<file path="src/design/tama_pkg.sv">
// Shared types and constants of the three-axis moving average.
// No dependencies; every other design file imports this package.
`default_nettype none

package tama_pkg;

  localparam int SMP_W          = 16;    // sample and mean width
  localparam int SUM_W          = 26;    // running sum width per axis
  localparam int WIN_W          = 10;    // window register width
  localparam int NUM_AX         = 3;     // x, y, z
  localparam int RING_DEPTH_DEF = 1024;  // default ring store depth
  localparam int QUEUE_DEPTH    = 2;     // entries between front and back
  localparam int CNT_W          = $clog2(SUM_W);

  // One job handed from the front to the back: three sums and their divisor.
  typedef struct packed {
    logic signed [SUM_W-1:0] sum_x;
    logic signed [SUM_W-1:0] sum_y;
    logic signed [SUM_W-1:0] sum_z;
    logic [WIN_W-1:0]        window;
  } tama_entry_t;

endpackage

`default_nettype wire

</file>
<file path="src/design/tama_fifo.sv">
// Short job queue between the front end and the divider back end.
// Depends on tama_pkg for the entry type and depth.
`default_nettype none

module tama_fifo (
  input  logic                  clk,
  input  logic                  rst_n,
  input  logic                  push_valid,
  output logic                  push_ready,
  input  tama_pkg::tama_entry_t push_data,
  output logic                  pop_valid,
  input  logic                  pop_ready,
  output tama_pkg::tama_entry_t pop_data
);
  import tama_pkg::*;

  localparam int PW = (QUEUE_DEPTH > 1) ? $clog2(QUEUE_DEPTH) : 1;

  tama_entry_t   q_mem [QUEUE_DEPTH];
  logic [PW-1:0] wr_ptr_r, rd_ptr_r;
  logic [PW:0]   count_r;
  logic          push, pop;

  assign push_ready = (count_r < (PW+1)'(QUEUE_DEPTH));
  assign pop_valid  = (count_r != '0);
  assign push       = push_valid && push_ready;
  assign pop        = pop_valid && pop_ready;
  assign pop_data   = q_mem[rd_ptr_r];

  always_ff @(posedge clk) begin
    if (!rst_n) begin
      wr_ptr_r <= '0;
      rd_ptr_r <= '0;
      count_r  <= '0;
    end else begin
      if (push) begin
        wr_ptr_r <= (wr_ptr_r == PW'(QUEUE_DEPTH - 1)) ? '0 : wr_ptr_r + PW'(1);
      end
      if (pop) begin
        rd_ptr_r <= (rd_ptr_r == PW'(QUEUE_DEPTH - 1)) ? '0 : rd_ptr_r + PW'(1);
      end
      if (push && !pop) begin
        count_r <= count_r + (PW+1)'(1);
      end else if (pop && !push) begin
        count_r <= count_r - (PW+1)'(1);
      end
    end
  end

  always_ff @(posedge clk) begin
    if (push) begin
      q_mem[wr_ptr_r] <= push_data;
    end
  end

endmodule

`default_nettype wire

</file>
<file path="config.mk">
export PLATFORM = sky130hd
export DESIGN_NAME = tama_fifo
export DESIGN_NICKNAME = d
export VERILOG_FILES = /design/src/design/tama_pkg.sv /design/src/design/tama_fifo.sv
export SDC_FILE = /design/constraint.sdc
export NUM_CORES = 1
export LEC_CHECK = 0
export BUFFER_PORTS_ARGS = -buffer_cell sky130_fd_sc_hd__buf_2
export CORE_MARGIN = 1.5
export CORE_UTILIZATION = 50
export CTS_CLUSTER_SIZE = 14
export DETAILED_ROUTE_END_ITERATION = 8
export PLACE_DENSITY = 0.84
export SYNTH_ARGS = -nofsm -noshare
export SYNTH_HDL_FRONTEND = slang
export SYNTH_SLANG_ARGS = --single-unit
</file>
<file path="constraint.sdc">
create_clock -name clk -period 7 [get_ports clk]
set_input_delay 0.7 -clock clk [delete_from_list [all_inputs] [get_ports clk]]
set_output_delay 0.7 -clock clk [all_outputs]
set_load 0.05 [all_outputs]
</file>
== After elaboration in Yosys (flattened, before gate mapping) ==
Memories as Yosys holds them, arrays and structs flattened. A register that Yosys moved wholly into a read port is not among the register bits.
Cells that the tools add are included.

* Register bits: 4
* Bits in writable memories: 176
* Input bits: 92
* Output and inout bits: 90
* Logic and storage cells: 25
* Memories kept: 1

{| class="wikitable"
|+ Memory list
! name !! words !! width !! read ports !! clocked after Yosys merged registers in !! wr ports !! RTL line !! source
|-
| q_mem || 2 || 88 || 1 || 1 || 1 || tama_fifo.sv:19 || <nowiki>tama_entry_t q_mem [QUEUE_DEPTH];</nowiki>
|}

* Add/subtract/negate cells: 4
* Order comparisons: 1
* Muxes and demuxes: 8
* Reductions and logical operators: 8

{| class="wikitable"
|+ Operators by type and width
! kind !! number
|-
| 2-to-1 mux 1 bit || 6
|-
| logical AND 1 bit || 4
|-
| 2-to-1 mux 2 bit || 2
|-
| nonzero test 2 bit || 2
|-
| adder 1 bit, second input constant || 2
|-
| adder 2 x 1 -> 2 bit, second input constant || 1
|-
| zero test 1 bit || 2
|-
| less-than comparator 2 bit, second input constant || 1
|-
| subtractor 2 x 1 -> 2 bit, second input constant || 1
|}

== Logic depth before layout (Yosys ltp) ==
Gate-level depths: netlist of the first run.

* Word-level depth: 6
* Gate-level depth with buffers: 5
* Gate-level depth less buffers: 5

== Worst setup path before layout of the first run ==
OpenSTA, ideal clock, no wires.

* Path kind: input -> register
* From: in push_valid
* To: mem q_mem[1][0] (netlist bit) (enable)
* Library setup time: 0.456 ns
* Data arrival time: 2.993 ns
* Data required time: 6.544 ns
* Path slack: 3.550 ns
* Stages on the path: 2
* Path buffers: 0
* Cell sequence: nor2b_1 > and2_1

* Word-level cells in the longest chain between the ends: 3

{| class="wikitable"
|+ RTL lines
! element !! RTL line !! source
|-
| from (decl) || tama_fifo.sv:8 || <nowiki>input logic push_valid,</nowiki>
|-
| logical AND 1 bit || tama_fifo.sv:26 || <nowiki>assign push = push_valid && push_ready;</nowiki>
|-
| 2-to-1 mux 1 bit || tama_fifo.sv:51 || <nowiki>if (push) begin</nowiki>
|-
| 2-to-1 mux 1 bit (implied by the code) || tama_fifo.sv:52 || <nowiki>q_mem[wr_ptr_r] <= push_data;</nowiki>
|-
| to (decl) || tama_fifo.sv:19 ||
|}

No other way between the ends.

==> results of run 1 <==
cell families (layout without fill, tap and decap cells):
| group | Yosys count | after routing | share of synthesized area |
|---|---|---|---|
| flops | 181 | 181 | 0.810 |
| xor+xnor | 3 | 3 | 0.00395 |
| buf+inv | 11 | 217 | 0.0119 |
| fa+ha+maj | 1 | 1 | 0.00188 |
| simple gates | 9 | 9 | 0.00865 |
| compound gates | 4 | 4 | 0.00376 |
| mux | 88 | 88 | 0.160 |
per-stage QoR:
step	hold WS [ns]	setup WS [ns]	instances	power, mW
after floorplan	0.491	3.55	297	2.45
after global placement	0.510	4.26	643	2.66
after detailed placement	0.554	4.23	643	2.69
after CTS	0.446	3.76	675	3.60
after global routing	0.443	3.66	675	3.70
final	0.464	3.83	675	3.56
cell usage in the layout (no fill, tap or decap), drive strengths merged:
master,n
xor2,1
dfxtp,5
clkbuf,19
ha,1
inv,1
and2b,1
or2,1
nor2b,2
xnor2,2
o21ai,2
edfxtp,176
or3,1
mux2,88
clkinvlp,2
and2,4
bufinv,3
clkinv,8
buf,184
a21boi,1
o21a,1
power breakdown:
part	internal [mW]	leakage (nW)	switching (mW)
clock	0.552	0.274	0.360
combinational	0.350	1.17	0.864
sequential	1.37	1.68	0.0682
worst paths after layout:
check           startpoint            to
min reg2reg     count_r[1]    count_r[1]
max reg2reg     count_r[1]  q_mem[0][54]
max              flip-flop  pop_data[39]
min          push_data[25]  q_mem[0][25]
metal layers:
metal  share of wire  track usage
met1            0.38        0.184
met2            0.52        0.286
met3           0.079       0.0690
met4           0.018       0.0732
met5               0            0
flip-flops by register name (all words and copies together) (netlist names), named ones only:
register,cells
q_mem,176
wr_ptr_r,1
count_r,2
rd_ptr_r,1
area by class of cell:
class,count,share of cell area
clock buffer,19,0.0522
clock inverter,13,0.0167
inverter,1,0.000452
multi-input combinational,105,0.144
sequential,181,0.649
tap,172,0.0259
timing repair buffer,184,0.112
synth_stat cells:
| master | instances | area [um2] |
|---|---|---|
| buf_6 | 4 | 45.0 |
| xor2_1 | 1 | 8.76 |
| buf_2 | 6 | 30.0 |
| dfxtp_1 | 5 | 100 |
| and2_1 | 4 | 25.0 |
| mux2_2 | 68 | 766 |
| and2b_1 | 1 | 7.51 |
| nor2b_1 | 2 | 12.5 |
| mux2_4 | 20 | 300 |
| ha_1 | 1 | 12.5 |
| o21a_1 | 1 | 7.51 |
| or2_2 | 1 | 6.26 |
| or3_1 | 1 | 6.26 |
| inv_1 | 1 | 3.75 |
| o21ai_1 | 1 | 5.00 |
| o21ai_0 | 1 | 5.00 |
| a21boi_1 | 1 | 7.51 |
| edfxtp_1 | 176 | 5290 |
| xnor2_1 | 2 | 17.5 |
worst register-to-register path: stages, from the launching register on:
cell and delay [ns]:
dfxtp_1 0.35, nor2b_1 0.27, and2b_4 0.57, buf_4 0.68
==> metrics.yaml, run 1 <==
cts:
  cts_root_buf: "clkbuf_16"
  postCtsHoldBufs: 0
  clk_pin_slew_ns: 0.06
  cts_htree_levels: 4
  cts_buffers: 17
  cts_resized: 0
  clock_latency_ns: 0.42
  cts_setup_buffers: 0
  cts_tree: "done"
  clock_path_buffers: 2
  cts.sinks: 181
finish:
  insertedDiodeCount: 0
  final_layout_size_suffix_gt1_frac: 0.598
  fillCellCount: 892
  postLayoutCellArea_um2: 8300
  register_area_um2: 5390
  syn2layout_area_growth_pct: 24.8
  fin_util: 0.650
  multiInputGateArea_um2: 1190
  final_nets: 583
timing:
  setup_violations: 0
  max_clock_freq_mhz: 315
  hold_viol_final: 0
  setup_tns_ns: 0
  period_share: 0.453
  tightestPinTransition_ns: 0.720
  slew_headroom: 0.520
  drv_slew: 0
  min_period_ns: 3.17
  rsz0062_at_grt: "no"
  finalClockSkew_ns: 0.00383
global_route:
  grt-ovfl-total: 0
  grt_first_pass_wirelength_um: 17600
  antenna_found_initial: 0
  grt_max_degree: 55
  grt_pass1_vias: 3603
  grt.total_usage: 0.168
job:
  max_cap_viol_count: 0
worst_setup_path:
  cp.buffers_inverters: 2
  crit_path_end_kind: "output port"
  crit_path_start_kind: "flip-flop"
  crit_fanout: 47
  path_class: "reg -> out"
  crit_family: "buffers and inverters"
  r2r_slack_ns: 4.71
  cp_slowest_cell: "dfxtp_4"
  reg2regPathDepth: 3
  cp.arrival_ns: 2.47
  slowest_delay_ns: 0.70
  worstPathRequired_ns: 6.30
  crit_chain: "buf_4 > mux2_2 > buf_2"
  worstSetupPathDepth: 3
worst_hold_path:
  min_path_type: "in -> reg"
  hold_depth: 1
synthesis:
  yosysSeqAreaShare: 0.810
  syn-instance-count: 297
  synth.cell_area_um2: 6650
  ys_ff_latch: 181
  syn_nets: 390
  syn_area_per_cell_um2: 22.4
  netlist-cell-type-count: 19
  yosys_warnings: 0
pwr:
  p_leak_nw: 3.13
  vdd_drop_max_mv: 0.237
  powerDensity_nw_per_um2: 429
place:
  gp_congestion: 0.678
  port_buffers: 181
  postPlaceCellArea_um2: 7730
  hpwl_um: 7640
die:
  die_w_um: 118
  rows: 41
  core_um2: 12800
  die_area_um2: 14000
  initial_core_util: 0.521
  die_y_um: 118
  ios: 182
route:
  firstDrtPassIters: 5
  wirelength_um: 11300
  vias_per_cell: 4.94
  drc: 0
  wire_per_inst_um: 16.8
  drtIter0Drc: 233
  ant_nets: 0
  vias: 3333
status:
  status: "complete, no violations"
No activity file was read; power rests on OpenSTA's default activity.
==> run 2, diff against run 1 <==
Settings changed: ABC_AREA set to 1, CORE_UTILIZATION 50 to 47, PLACE_DENSITY 0.84 to 0.83.
Clock period 7 ns to 2.9 ns, I/O delays scaled along.
==> run 2 against run 1 <==
Compared with the run above:
- combinational power increased by 150%
- clock skew grew 0.0025 ns
- clock power increased by 150%
- sequential share of layout area down 1.0 points
- largest cell class unchanged
==> metrics.yaml, run 2 <==
finish:
  layout_commonest_cell: "buf_2"  # unchanged
  syn2layout_area_growth_pct: 26.6  # was 24.8%
  final_nets: 598  # was 583
  final_cell_mix: "buf_2, edfxtp_1, mux2_2, mux2_4, clkbuf_16"  # unchanged
  largest_reg_flops: 176  # unchanged
  post_layout_nonfiller_instances: 698  # was 675
  fillCellCount: 1033  # was 892
  final_layout_size_suffix_gt1_frac: 0.593  # was 0.598
  top_regs: "q_mem x176, count_r x2"  # unchanged
  multiInputGateArea_um2: 1180  # was 1190 um2
  register_area_um2: 5390  # unchanged
  top_register: "q_mem"  # unchanged
timing:
  setup_violations: 0  # unchanged
  slew_headroom: 0.456  # was 0.520
  period_share: 0.719
  drv_slew: 0  # unchanged
  hold_viol_final: 0  # unchanged
  rsz0062_at_grt: "no"  # unchanged
  final.setup.worst_slack_ns: 0.815  # was 3.83 ns
  min_period_ns: 2.08
  max_clock_freq_mhz: 480
  tightestPinTransition_ns: 0.815  # was 0.720 ns
  setup_tns_ns: 0  # unchanged
  finalClockSkew_ns: 0.00631  # was 0.00383 ns
worst_setup_path:
  cp.arrival_ns: 1.79  # was 2.47 ns
  path_class: "reg -> out"  # unchanged
  r2r-start: "count_r[1]"  # unchanged
  reg2regPathDepth: 4  # was 3
  r2r_slack_ns: 0.90  # was 4.71 ns
  crit_path_end_kind: "output port"  # unchanged
  reg2reg_to: "q_mem[1][43]"  # was q_mem[0][54]
  worstPathRequired_ns: 2.61  # was 6.30 ns
  crit_fanout: 28  # was 47
  crit_path_start_kind: "flip-flop"  # unchanged
cts:
  clk_pin_slew_ns: 0.06  # about the same
  cts_resized: 0  # unchanged
  clock_path_buffers: 2  # unchanged
  cts_tree: "done"  # unchanged
  cts.sinks: 181  # unchanged
  cts_root_buf: "clkbuf_16"  # unchanged
  cts_htree_levels: 4  # unchanged
  cts_setup_buffers: 0  # unchanged
  cts_buffers: 17  # unchanged
  clock_latency_ns: 0.42  # about the same
  postCtsHoldBufs: 0  # unchanged
synthesis:
  synth-main-ff-cell: "edfxtp_1"  # unchanged
  syn_area_per_cell_um2: 21.6  # was 22.4 um2
  synth_compound_area_frac: 0.00413  # was 0.00376
  syn_nets: 402  # was 390
  synth.cell_area_um2: 6660  # was 6650 um2
  synthXorXnorAreaFrac: 0  # was 0.00395
  synth_top_cell_area_share: 0.794  # was 0.795
  synth-simple-area-share: 0.00958  # was 0.00865
  yosysSeqAreaShare: 0.809  # was 0.810
  synthAdderAreaFrac: 0.00188  # about the same
  yosys_warnings: 0  # unchanged
  async_flop_share: 0  # unchanged
  synth_edf_count: 176  # unchanged
  syn-instance-count: 309  # was 297
  synth_largest_area_cell: "edfxtp_1"  # unchanged
  netlist_top_cells_count: "edfxtp_1, mux2_2, mux2_4"  # unchanged
  synthMuxAreaShare: 0.160  # about the same
  synth.area.top_cells: "edfxtp_1, mux2_2, mux2_4, dfxtp_1, buf_6"  # unchanged
  netlist-cell-type-count: 15  # was 19
  synth_top_family_by_area: "multiplexers"  # unchanged
  synthMostInstantiatedCell: "edfxtp_1"  # unchanged
  ys_ff_latch: 181  # unchanged
global_route:
  grt_first_pass_wirelength_um: 17300  # was 17600 um
  grt.total_usage: 0.159  # was 0.168
  grt_max_degree: 61  # was 55
  antenna_found_initial: 3  # was 0
  grt-ovfl-total: 0  # unchanged
  grt_pass1_vias: 3547  # was 3603
route:
  vias: 3418  # was 3333
  ant_nets: 0  # unchanged
  drc: 0  # unchanged
  wire_per_inst_um: 16.7  # was 16.8 um
  firstDrtPassIters: 4  # was 5
  wirelength_um: 11600  # was 11300 um
  vias_per_cell: 4.90  # was 4.94
  drtIter0Drc: 189  # was 233
job:
  max_cap_viol_count: 0  # unchanged
worst_hold_path:
  min_to: "q_mem[0][4]"  # was q_mem[0][25]
  min_from: "push_data[4]"  # was push_data[25]
  hold_depth: 1  # unchanged
  min_path_type: "in -> reg"  # unchanged
pwr:
  powerDensity_nw_per_um2: 1030  # was 429 nW/um2
  vdd_drop_max_mv: 0.753  # was 0.237 mV
  p_leak_nw: 3.19  # was 3.13 nW
  finalPower_mw: 8.69  # was 3.56 mW
die:
  die_w_um: 122  # was 118 um
  core_um2: 13900  # was 12800 um2
  die_area_um2: 14900  # was 14000 um2
  ios: 182  # unchanged
  die_y_um: 122  # was 118 um
  rows: 43  # was 41
  initial_core_util: 0.480  # was 0.521
status:
  status: "complete, no violations"  # unchanged
place:
  placedCellCount: 666  # was 643
  gp_congestion: 0.760  # was 0.678
  place_ws_ns: 0.911  # was 4.23 ns
  port_buffers: 181  # unchanged
  hpwl_um: 7930  # was 7640 um
-- run 2: cell count changes after synthesis, moves of 2 or more --
cell	previous run	this run
xnor2_1	2	0
nor2_1	0	6
a21oi_1	0	2
nand2_1	0	8
and2_1	4	0
inv_1	1	8
nor2b_1	2	0
-- run 2: routing by layer --
| metal | track usage | share of wire | vias to the layer above | wire [um] |
|---|---|---|---|---|
| met5 | 0 | 0.0010 | - | 12 |
| met2 | 0.273 | 0.52 | 120 | 6030 |
| li1 | - | - | 1606 | - |
| met3 | 0.0726 | 0.082 | 21 | 960 |
| met4 | 0.0787 | 0.020 | 2 | 233 |
| met1 | 0.163 | 0.38 | 1669 | 4400 |
-- run 2: area by class of cell --
cell class	count	area share
Clock buffer	18	0.0509
Tap cell	180	0.0267
Sequential cell	181	0.639
Inverter	8	0.00356
Antenna cell	2	0.000593
Multi-Input combinational cell	110	0.141
Timing Repair Buffer	187	0.120
Clock inverter	12	0.0185
-- run 2: logic make-up (layout without fill, tap and decap cells) --
family,after synthesis,count (layout)
mux,88,88
buf+inv,18,225
flops,181,181
simple gates,16,16
other cells,0,2
fa+ha+maj,1,1
compound gates,5,5
-- run 2: where the power goes --
| part | internal, mW | switching, mW |
|---|---|---|
| clock network | 1.35 | 0.910 |
| logic | 0.842 | 2.14 |
| registers | 3.35 | 0.0968 |
-- run 2: how the worst max path moves through the flow --
stage / startpoint / end / slack (ns) / cells after the start
6_report: flip-flop / pop_data[34] / 0.82 / 3
5_1_grt: flip-flop / pop_data[61] / 0.74 / 3
4_1_cts: flip-flop / pop_data[34] / 0.79 / 3
3_5_place_dp: count_r[1] / q_mem[1][47] / 0.91 / 4
3_3_place_gp: count_r[1] / q_mem[1][47] / 1.03 / 4
2_1_floorplan: count_r[1] / q_mem[1][0] / -0.74 / 3
-- run 2: stage by stage --
step	instance area (um2)	hold slack [ns]	util
3_5_place_dp	7840	0.482	0.565
5_1_grt	8430	0.0327	0.607
2_1_floorplan	6670	0.389	-
4_1_cts	8430	0.0349	0.607
3_3_place_gp	7840	0.478	0.565
6_report	8430	0.0506	0.608
-- run 2: critical path, cell delays in order, from the launching register on --
cell and delay, ns:
dfxtp_4 0.36, buf_4 0.38, mux2_2 0.39, buf_2 0.21
