$ cat src/design/tama_pkg.sv
// Shared types and constants of the three-axis moving average.
// No dependencies; every other design file imports this package.
`default_nettype none

package tama_pkg;

  localparam int SMP_W          = 16;    // sample and mean width
  localparam int SUM_W          = 26;    // running sum width per axis
  localparam int WIN_W          = 10;    // window register width
  localparam int NUM_AX         = 3;     // x, y, z
  localparam int RING_DEPTH_DEF = 1024;  // default ring store depth
  localparam int QUEUE_DEPTH    = 2;     // entries between front and back
  localparam int CNT_W          = $clog2(SUM_W);

  // One job handed from the front to the back: three sums and their divisor.
  typedef struct packed {
    logic signed [SUM_W-1:0] sum_x;
    logic signed [SUM_W-1:0] sum_y;
    logic signed [SUM_W-1:0] sum_z;
    logic [WIN_W-1:0]        window;
  } tama_entry_t;

endpackage

`default_nettype wire

$ cat src/design/tama_out_if.sv
// Result channel: valid/ready handshake carrying one mean per axis.
// Depends on tama_pkg for the field widths.
`default_nettype none

interface tama_out_if;
  import tama_pkg::*;

  logic                    valid;
  logic                    ready;
  logic signed [SMP_W-1:0] mean_x;
  logic signed [SMP_W-1:0] mean_y;
  logic signed [SMP_W-1:0] mean_z;

  modport source (output valid, output mean_x, output mean_y, output mean_z,
                  input ready);
  modport sink   (input valid, input mean_x, input mean_y, input mean_z,
                  output ready);
endinterface

`default_nettype wire

$ cat src/design/tama_back.sv
// Back end: three bit-serial restoring dividers, one per axis, and the
// result register. Depends on tama_pkg and tama_out_if.
`default_nettype none

module tama_back (
  input  logic                  clk,
  input  logic                  rst_n,
  input  logic                  pop_valid,
  output logic                  pop_ready,
  input  tama_pkg::tama_entry_t pop_data,
  tama_out_if.source            out_ch
);
  import tama_pkg::*;

  typedef enum logic [1:0] {B_IDLE, B_DIV, B_DONE} bstate_t;

  bstate_t                 state_r, state_nxt;
  logic [CNT_W-1:0]        cnt_r, cnt_nxt;
  logic [WIN_W-1:0]        div_r, div_nxt;
  logic                    out_valid_r, out_valid_nxt;
  logic [SUM_W-1:0]        quo_r [NUM_AX];
  logic [SUM_W-1:0]        quo_nxt [NUM_AX];
  logic [WIN_W-1:0]        rem_r [NUM_AX];
  logic [WIN_W-1:0]        rem_nxt [NUM_AX];
  logic                    neg_r [NUM_AX];
  logic                    neg_nxt [NUM_AX];
  logic signed [SMP_W-1:0] mean_r [NUM_AX];
  logic signed [SMP_W-1:0] mean_nxt [NUM_AX];
  logic signed [SUM_W-1:0] ent_sum [NUM_AX];
  logic [WIN_W:0]          shifted [NUM_AX];
  logic [SUM_W-1:0]        res [NUM_AX];
  logic                    rem_ok;

  assign ent_sum[0] = pop_data.sum_x;
  assign ent_sum[1] = pop_data.sum_y;
  assign ent_sum[2] = pop_data.sum_z;

  assign pop_ready    = (state_r == B_IDLE);
  assign out_ch.valid = out_valid_r;
  assign out_ch.mean_x = mean_r[0];
  assign out_ch.mean_y = mean_r[1];
  assign out_ch.mean_z = mean_r[2];

  always_comb begin
    for (int i = 0; i < NUM_AX; i++) begin
      shifted[i] = {rem_r[i], quo_r[i][SUM_W-1]};
      res[i]     = neg_r[i] ? -quo_r[i] : quo_r[i];
    end
  end

  always_comb begin
    state_nxt     = state_r;
    cnt_nxt       = cnt_r;
    div_nxt       = div_r;
    out_valid_nxt = out_valid_r && !out_ch.ready;
    for (int i = 0; i < NUM_AX; i++) begin
      quo_nxt[i]  = quo_r[i];
      rem_nxt[i]  = rem_r[i];
      neg_nxt[i]  = neg_r[i];
      mean_nxt[i] = mean_r[i];
    end
    case (state_r)
      B_IDLE: begin
        if (pop_valid) begin
          // divide magnitudes, restore the sign at the end
          for (int i = 0; i < NUM_AX; i++) begin
            neg_nxt[i] = ent_sum[i][SUM_W-1];
            quo_nxt[i] = ent_sum[i][SUM_W-1] ? SUM_W'(-ent_sum[i]) : SUM_W'(ent_sum[i]);
            rem_nxt[i] = '0;
          end
          div_nxt   = pop_data.window;
          cnt_nxt   = CNT_W'(SUM_W - 1);
          state_nxt = B_DIV;
        end
      end
      B_DIV: begin
        for (int i = 0; i < NUM_AX; i++) begin
          if (shifted[i] >= {1'b0, div_r}) begin
            rem_nxt[i] = WIN_W'(shifted[i] - {1'b0, div_r});
            quo_nxt[i] = {quo_r[i][SUM_W-2:0], 1'b1};
          end else begin
            rem_nxt[i] = shifted[i][WIN_W-1:0];
            quo_nxt[i] = {quo_r[i][SUM_W-2:0], 1'b0};
          end
        end
        if (cnt_r == '0) begin
          state_nxt = B_DONE;
        end else begin
          cnt_nxt = cnt_r - CNT_W'(1);
        end
      end
      B_DONE: begin
        // hold until the result register is free
        if (!out_valid_r || out_ch.ready) begin
          for (int i = 0; i < NUM_AX; i++) begin
            mean_nxt[i] = $signed(res[i][SMP_W-1:0]);
          end
          out_valid_nxt = 1'b1;
          state_nxt     = B_IDLE;
        end
      end
      default: state_nxt = B_IDLE;
    endcase
  end

  always_ff @(posedge clk) begin
    if (!rst_n) begin
      state_r     <= B_IDLE;
      cnt_r       <= '0;
      out_valid_r <= 1'b0;
    end else begin
      state_r     <= state_nxt;
      cnt_r       <= cnt_nxt;
      out_valid_r <= out_valid_nxt;
    end
    div_r <= div_nxt;
    for (int i = 0; i < NUM_AX; i++) begin
      quo_r[i]  <= quo_nxt[i];
      rem_r[i]  <= rem_nxt[i];
      neg_r[i]  <= neg_nxt[i];
      mean_r[i] <= mean_nxt[i];
    end
  end

  assign rem_ok = (rem_r[0] < div_r) && (rem_r[1] < div_r) && (rem_r[2] < div_r);

  a_rem_bound: assert property (@(posedge clk) disable iff (!rst_n)
    (state_r == B_DIV) |-> rem_ok)
    else $error("partial remainder not below divisor");

  a_div_nonzero: assert property (@(posedge clk) disable iff (!rst_n)
    (state_r != B_IDLE) |-> (div_r != '0))
    else $error("zero divisor in use");

  a_result_from_done: assert property (@(posedge clk) disable iff (!rst_n)
    $rose(out_valid_r) |-> ($past(state_r) == B_DONE))
    else $error("result raised outside the finish step");

endmodule

`default_nettype wire

$ cat src/flat_wrapper.sv
// flat-port wrapper written by rule: the top's interface ports become plain ports
module tama_back_flat import tama_pkg::*;
  (clk, rst_n, pop_valid, pop_ready, pop_data, out_ch_valid, out_ch_mean_x, out_ch_mean_y, out_ch_mean_z, out_ch_ready);
  tama_out_if out_ch_i ();
  input  logic clk;
  input  logic rst_n;
  input  logic pop_valid;
  output logic pop_ready;
  input  tama_pkg::tama_entry_t pop_data;
  output wire logic [$bits(out_ch_i.valid)-1:0] out_ch_valid;
  output wire logic [$bits(out_ch_i.mean_x)-1:0] out_ch_mean_x;
  output wire logic [$bits(out_ch_i.mean_y)-1:0] out_ch_mean_y;
  output wire logic [$bits(out_ch_i.mean_z)-1:0] out_ch_mean_z;
  input wire logic [$bits(out_ch_i.ready)-1:0] out_ch_ready;
  assign out_ch_valid = out_ch_i.valid;
  assign out_ch_mean_x = out_ch_i.mean_x;
  assign out_ch_mean_y = out_ch_i.mean_y;
  assign out_ch_mean_z = out_ch_i.mean_z;
  assign out_ch_i.ready = out_ch_ready;
  tama_back u_core (.clk(clk), .rst_n(rst_n), .pop_valid(pop_valid), .pop_ready(pop_ready), .pop_data(pop_data), .out_ch(out_ch_i));
endmodule
$ cat config.mk
export PLATFORM = sky130hd
export DESIGN_NAME = tama_back_flat
export DESIGN_NICKNAME = d
export VERILOG_FILES = /design/src/design/tama_pkg.sv /design/src/design/tama_out_if.sv /design/src/design/tama_back.sv /design/src/flat_wrapper.sv
export SDC_FILE = /design/constraint.sdc
export NUM_CORES = 1
export LEC_CHECK = 0
export BUFFER_PORTS_ARGS = -buffer_cell sky130_fd_sc_hd__buf_2
export CAP_MARGIN = 30
export CORE_UTILIZATION = 55
export DETAILED_ROUTE_END_ITERATION = 8
export HOLD_SLACK_MARGIN = 0.03
export PLACE_DENSITY = 0.82
export SETUP_SLACK_MARGIN = 0.15
export SYNTH_ARGS = -nofsm -noshare
export SYNTH_HDL_FRONTEND = slang
export SYNTH_SLANG_ARGS = --single-unit
$ cat constraint.sdc
create_clock -name clk -period 6.7 [get_ports clk]
set_input_delay 1.005 -clock clk [delete_from_list [all_inputs] [get_ports clk]]
set_output_delay 1.005 -clock clk [all_outputs]
set_load 0.01 [all_outputs]
---- Word level (Yosys, flattened, before mapping) ----
Memory sizes are Yosys's and may differ from the RTL's.
Index checks and enable logic that the tools add are counted.
storage, ports and cells
  flip-flop bits (word level) ............. 18
  bits in latches ......................... 0
  bits in writable memories ............... 159
  memory bits (read-only) ................. 0
  input port bits ......................... 92
  output and inout port bits .............. 50
  logic and storage cells ................. 66
  memories kept ........................... 4
operators by class
  add/subtract/negate cells ............... 10
  $mul .................................... 0
  divide/modulo/power cells ............... 0
  magnitude comparators ................... 3
  eq/ne operators ......................... 6
  shift operators ......................... 0
  multiplexer cells ....................... 29
  bitwise operators ....................... 0
  reduce and logical (&&, ||, !) cells .... 10
memory list
  memory         depth  width  read ports  clocked after Yosys merged registers in  wr ports  RTL line         RTL
  u_core.quo_r   3      26     3           0                                        3         tama_back.sv:21  logic [SUM_W-1:0] quo_r [NUM_AX];
  u_core.mean_r  3      16     3           0                                        3         tama_back.sv:27  logic signed [SMP_W-1:0] mean_r [NUM_AX];
  u_core.rem_r   3      10     3           0                                        3         tama_back.sv:23  logic [WIN_W-1:0] rem_r [NUM_AX];
  u_core.neg_r   3      1      3           0                                        3         tama_back.sv:25  logic neg_r [NUM_AX];
operators with widths
  operator                                                number
  case mux 78 bit (2 select lines)                        1
  2-to-1 mux 48 bit                                       2
  2-to-1 mux 26 bit                                       3
  2-to-1 mux 78 bit                                       1
  negator 26 bit                                          3
  case mux 30 bit (2 select lines)                        1
  2-to-1 mux 16 bit                                       3
  negator 16 bit                                          3
  >= comparator 11 x 10 -> 1 bit                          3
  2-to-1 mux 10 bit                                       3
  2-to-1 mux 30 bit                                       1
  subtractor 10 bit                                       3
  2-to-1 mux 5 bit                                        2
  case mux 5 bit (2 select lines)                         1
  2-to-1 mux 2 bit                                        3
  2-to-1 mux 3 bit                                        2
  case mux 2 bit (3 select lines)                         1
  AND reduction 3 bit                                     2
  zero test 5 bit                                         1
  2-to-1 mux 1 bit                                        5
  subtractor 5 x 1 -> 5 bit (second input constant)       1
  inequality test 2 x 1 -> 1 bit (second input constant)  2
  inequality test 2 bit (second input constant)           2
  equality test 2 x 1 -> 1 bit (second input constant)    1
  7 further kinds                                         8

---- Logic depth before layout (Yosys ltp) ----
An unclocked memory read counts as a cell.
  depth after elaboration ................. 5
  gate-level depth with buffers ........... 10
  depth with buffers taken out ............ 10

---- Least setup slack after synthesis ----
OpenSTA, ideal clock, no wires.
  path type ............................... flip-flop to flip-flop
  start point ............................. register u_core.state_r[1] (netlist name)
  end point ............................... memory u_core.quo_r[0][0] (enable)
  library setup time ...................... 0.985 ns
  arrival time ............................ 2.907 ns
  data required time ...................... 5.715 ns
  path slack .............................. 2.808 ns
  stages on the path, launching flop included .. 5
  buffers on the path ..................... 2
  clock period less this slack ............ 3.892 ns
  path through ............................ dfxtp_1 -> nand2b_1 -> clkbuf_1 -> buf_1 -> nand2_1
RTL lines
  element    RTL line
  to (decl)  tama_back.sv:21

==> PnR_summary.wiki <==
{| class="wikitable"
! Metric !! Value
|-
| DR WL/cell || 15.9 µm
|-
| Final setup vio count || 0
|-
| GRT met2 Usage || a little under two fifths
|-
| Clock-pin slew on the worst setup and hold paths || around 0.070 ns
|-
| Post CTS Setup Buffer Count || 0
|-
| Fill cells || ~1400
|-
| Mean Syn Cell Area || 10.5 µm²
|-
| 1st-iter DRT viols || 591
|-
| Endpoint arrival time on the critical path || between 3 and 4 ns
|-
| Final weighted congestion in routability-driven placement || approximately 0.90
|-
| Type of element launching the critical path || primary input
|-
| Layer with the highest usage after global routing || met2
|-
| Slew HR || 33.0%
|-
| Area of all sequential standard cells || 5240 µm²
|-
| Post-route fraction of the period consumed by the critical path || 49.2%
|-
| Launching point of the worst reg2reg path || u_core.div_r[1]$_DFFE_PP_
|-
| Antenna violations before repair || 0
|-
| Proportion of synthesized chip area in sequential cells || 49.9%
|-
| Global-route congestion overflow total || 0
|-
| TritonCTS Buffers || 17
|-
| Achievable Freq || 303 MHz
|-
| Kind of capture point of the worst setup path || flop
|-
| Worst R2R End || u_core.rem_r[0][24]$_SDFFCE_PN0P_
|-
| Minimum clock period || 3.30 ns
|-
| Clock tree from TritonCTS || built
|-
| Count of H-tree levels built during CTS || 4
|-
| Share of async-settable or async-resettable flops after synthesis || 0%
|-
| Maximum number of pins on one net before global-route repair || between 90 and 100
|-
| Vias in the first global route || 7353
|-
| Global-route wire length before repair || 35800 µm
|-
| Primary flip-flop cell chosen by synthesis mapping || sky130_fd_sc_hd__edfxtp_1
|-
| Yosys warns || 0
|-
| Post-Synthesis Net Count || 1133
|-
| Area enclosed by the die boundary || between 15000 and 20000 µm²
|-
| Clock latency on the worst-skew pair || between 0.4 and 0.5 ns
|-
| Inserted Diodes || 0
|-
| Fraction of final layout cells with drive strength greater than 1 || 16.9%
|-
| Maximum capacitance violations || 0
|-
| Synth-to-layout area growth || 14.2%
|-
| Slack of the critical path || 3.40 ns
|-
| Via density || 5.78
|-
| HPWL Detailed || 15900 µm
|-
| Synthesized instance count || 1000
|-
| Cts hold-fix bufs || 0
|-
| Setup_tns || 0 ns
|-
| Number of cells on the worst reg-to-reg path || 9
|-
| Met1 Track Usage GR || a little under a third
|-
| Combined area of the multi-input logic cells || 4990 µm²
|-
| Count of flip-flops with a built-in enable after synthesis || 169
|-
| Count of input and output buffers || 141
|-
| Share of the synthesized area in the top cell type || 48.4%
|-
| Clk buf depth || 2
|-
| Endpoint required time on the critical path || between 6 and 7 ns
|-
| Start point of the worst hold path || u_core.cnt_r[0]$_SDFFE_PN0P_
|-
| Post-Route WL || 21800 µm
|-
| Number of nets at the end of the flow || 1257
|-
| Power density over the cells || 299 nW/µm²
|-
| Slew at the pin closest to its max-slew limit || between 1 and 1.5 ns
|-
| Run status || completed
|-
| Worst hold path depth || 1
|-
| Kind of critical path || in2reg
|-
| Placement Cell Area || 11400 µm²
|-
| Post-CTS Resized || 0
|-
| Pins over their slew limit || 0
|-
| Via Count || around 7900
|-
| GRT Util Overall || approximately 23%
|-
| Kind of path behind the tightest hold check || reg2reg
|-
| Setup repair after global routing missed its margin || false
|-
| Setup clock skew after layout || 0.0109 ns
|-
| Overall power consumption || around 3.6 mW
|-
| Number of optimization iterations in the first detailed-route pass || 5
|-
| Count of pins on the block boundary || 142
|-
| Starting density of the core || 56.1%
|-
| Root buf cell || sky130_fd_sc_hd__clkbuf_16
|-
| Slack of the worst reg-to-reg path || 3.89 ns
|-
| Number of nets still failing antenna checks after routing || 0
|-
| Largest vdd supply drop || 0.211 mV
|-
| Unique masters post-synth || between 50 and 60
|-
| Met3 capacity usage during global routing || 3.79%
|-
| Die X-Extent || 140 µm
|-
| Final count of hold timing violations || 0
|-
| Biggest area consumer among synthesized cells || sky130_fd_sc_hd__edfxtp_1
|-
| Dpl ws || 2.99 ns
|-
| Largest cells by area after synthesis || sky130_fd_sc_hd__edfxtp_1, sky130_fd_sc_hd__xor2_1, sky130_fd_sc_hd__o21ai_0, sky130_fd_sc_hd__nand2_1, sky130_fd_sc_hd__ha_1
|-
| TritonCTS sink count || between 150 and 200
|-
| Post-Synthesis Cell Area || 10500 µm²
|-
| Total leakage power || roughly 4.6 nW
|-
| Total number of placement rows || 50
|-
| Core outline area || 18700 µm²
|-
| Synth Register Bits || 177
|-
| Utilization after layout || 64.0%
|-
| Final Instance Area || 12000 µm²
|-
| DRC Markers || 0
|-
| Die extent in y || 140 µm
|-
| Largest fanout on the critical path || 6
|-
| End point of the worst hold path || u_core.cnt_r[0]$_SDFFE_PN0P_
|}
[registers in the layout (all words and copies together), names as in the netlist]
register / count
u_core.cnt_r: 5
u_core.div_r: 10
u_core.mean_r: 48
u_core.neg_r: 3
u_core.out_ch.valid: 1
u_core.quo_r: 78
u_core.rem_r: 30
u_core.state_r: 2
[metrics by stage]
step                hold slack, ns  std cells
finish                       0.519       1371
detailed placement           0.494       1339
CTS                          0.510       1371
floorplan                    0.467       1000
global route                 0.528       1371
global placement             0.491       1335
[cell type report]
type	count	share of cell area, %
clock inverter	11	0.867
tap	234	2.45
multi-input combinational	748	41.7
inverter	31	0.972
timing repair buffer	149	6.66
sequential	177	43.7
clock buffer	21	3.68
[worst max path at each step]
stage                                               from                             to  slack, ns  depth (start not counted)
after floorplan           u_core.state_r[1]$_SDFFE_PN0P_   u_core.quo_r[0][0]$_DFFE_PP_       2.81                          4
after global placement                      pop_data[36]  u_core.quo_r[0][42]$_DFFE_PP_       3.04                          9
after detailed placement                    pop_data[36]  u_core.quo_r[0][44]$_DFFE_PP_       2.99                          9
after CTS                                   pop_data[36]  u_core.quo_r[0][44]$_DFFE_PP_       3.43                          9
after global routing                        pop_data[36]  u_core.quo_r[0][44]$_DFFE_PP_       3.23                          9
final                                       pop_data[36]  u_core.quo_r[0][44]$_DFFE_PP_       3.40                          9
[layout by cell type, fill, tap and decap left out, types with 4 or more instances in the layout]
cell	Yosys	final
sky130_fd_sc_hd__nor2_1	38	38
sky130_fd_sc_hd__buf_4	0	4
sky130_fd_sc_hd__clkbuf_1	41	4
sky130_fd_sc_hd__xor2_1	82	82
sky130_fd_sc_hd__a21o_1	11	11
sky130_fd_sc_hd__or3_1	14	14
sky130_fd_sc_hd__xnor2_1	53	53
sky130_fd_sc_hd__inv_1	31	31
sky130_fd_sc_hd__o21ai_1	5	5
sky130_fd_sc_hd__nand4_1	4	4
sky130_fd_sc_hd__or4_1	14	14
sky130_fd_sc_hd__and3_1	4	4
sky130_fd_sc_hd__buf_2	0	141
sky130_fd_sc_hd__clkbuf_16	0	17
sky130_fd_sc_hd__nor2b_1	9	7
sky130_fd_sc_hd__o31ai_1	39	39
sky130_fd_sc_hd__o21ai_0	112	112
sky130_fd_sc_hd__nand3_1	22	22
sky130_fd_sc_hd__nor3_1	14	14
sky130_fd_sc_hd__nand2b_1	8	7
sky130_fd_sc_hd__a211o_1	6	6
sky130_fd_sc_hd__o41ai_1	11	11
sky130_fd_sc_hd__a22oi_1	5	5
sky130_fd_sc_hd__mux2i_1	15	15
sky130_fd_sc_hd__dfxtp_1	8	8
sky130_fd_sc_hd__nand3b_1	11	11
sky130_fd_sc_hd__a31oi_1	7	7
sky130_fd_sc_hd__or2_2	4	4
sky130_fd_sc_hd__a211oi_1	5	5
sky130_fd_sc_hd__nor4_1	5	5
sky130_fd_sc_hd__o21a_1	8	8
sky130_fd_sc_hd__a21oi_1	32	32
sky130_fd_sc_hd__o2111ai_1	6	6
sky130_fd_sc_hd__nand2_1	136	135
sky130_fd_sc_hd__edfxtp_1	169	169
sky130_fd_sc_hd__ha_1	38	38
[kinds of logic after synthesis]
group / Yosys count / share of synthesized area [%]
AND/OR/NAND/NOR: 292 / 13.4
AO/OA/AOI/OAI: 265 / 16.2
flip-flops: 177 / 49.9
XOR/XNOR: 135 / 11.3
buffers and inverters: 75 / 2.76
adder cells (fa/ha/maj): 41 / 5.11
multiplexers: 15 / 1.43
[power by group]
part           internal (mW)  switching (mW)
logic                  0.434           0.605
clock network          0.514           0.411
registers               1.48           0.128
[routing by layer]
metal | part of all wire, % | vias to the layer above
li1 | - | 3953
met1 | 45 | 3676
met2 | 47 | 247
met3 | 4.6 | 55
met4 | 3.3 | 0
met5 | 0 | -
[synth_stat cells (9+ instances only)]
master,n
sky130_fd_sc_hd__nor2b_1,9
sky130_fd_sc_hd__xor2_1,82
sky130_fd_sc_hd__nand2_1,136
sky130_fd_sc_hd__a21oi_1,32
sky130_fd_sc_hd__nand3_1,22
sky130_fd_sc_hd__clkbuf_1,41
sky130_fd_sc_hd__ha_1,38
sky130_fd_sc_hd__nand3b_1,11
sky130_fd_sc_hd__or4_1,14
sky130_fd_sc_hd__o31ai_1,39
sky130_fd_sc_hd__nor2_1,38
sky130_fd_sc_hd__o41ai_1,11
sky130_fd_sc_hd__mux2i_1,15
sky130_fd_sc_hd__nor3_1,14
sky130_fd_sc_hd__inv_1,31
sky130_fd_sc_hd__xnor2_1,53
sky130_fd_sc_hd__a21o_1,11
sky130_fd_sc_hd__edfxtp_1,169
sky130_fd_sc_hd__o21ai_0,112
sky130_fd_sc_hd__or3_1,14
[critical path, stage by stage]
cell and delay (ns):
sky130_fd_sc_hd__buf_2 0.11, sky130_fd_sc_hd__inv_1 0.05, sky130_fd_sc_hd__ha_1 0.15, sky130_fd_sc_hd__or3b_2 0.47, sky130_fd_sc_hd__or4_1 0.49, sky130_fd_sc_hd__or4_1 0.57
sky130_fd_sc_hd__o21ai_0 0.25, sky130_fd_sc_hd__xor2_1 0.20, sky130_fd_sc_hd__o21ai_0 0.12
Note: power is estimated with default switching activity, not from simulation.
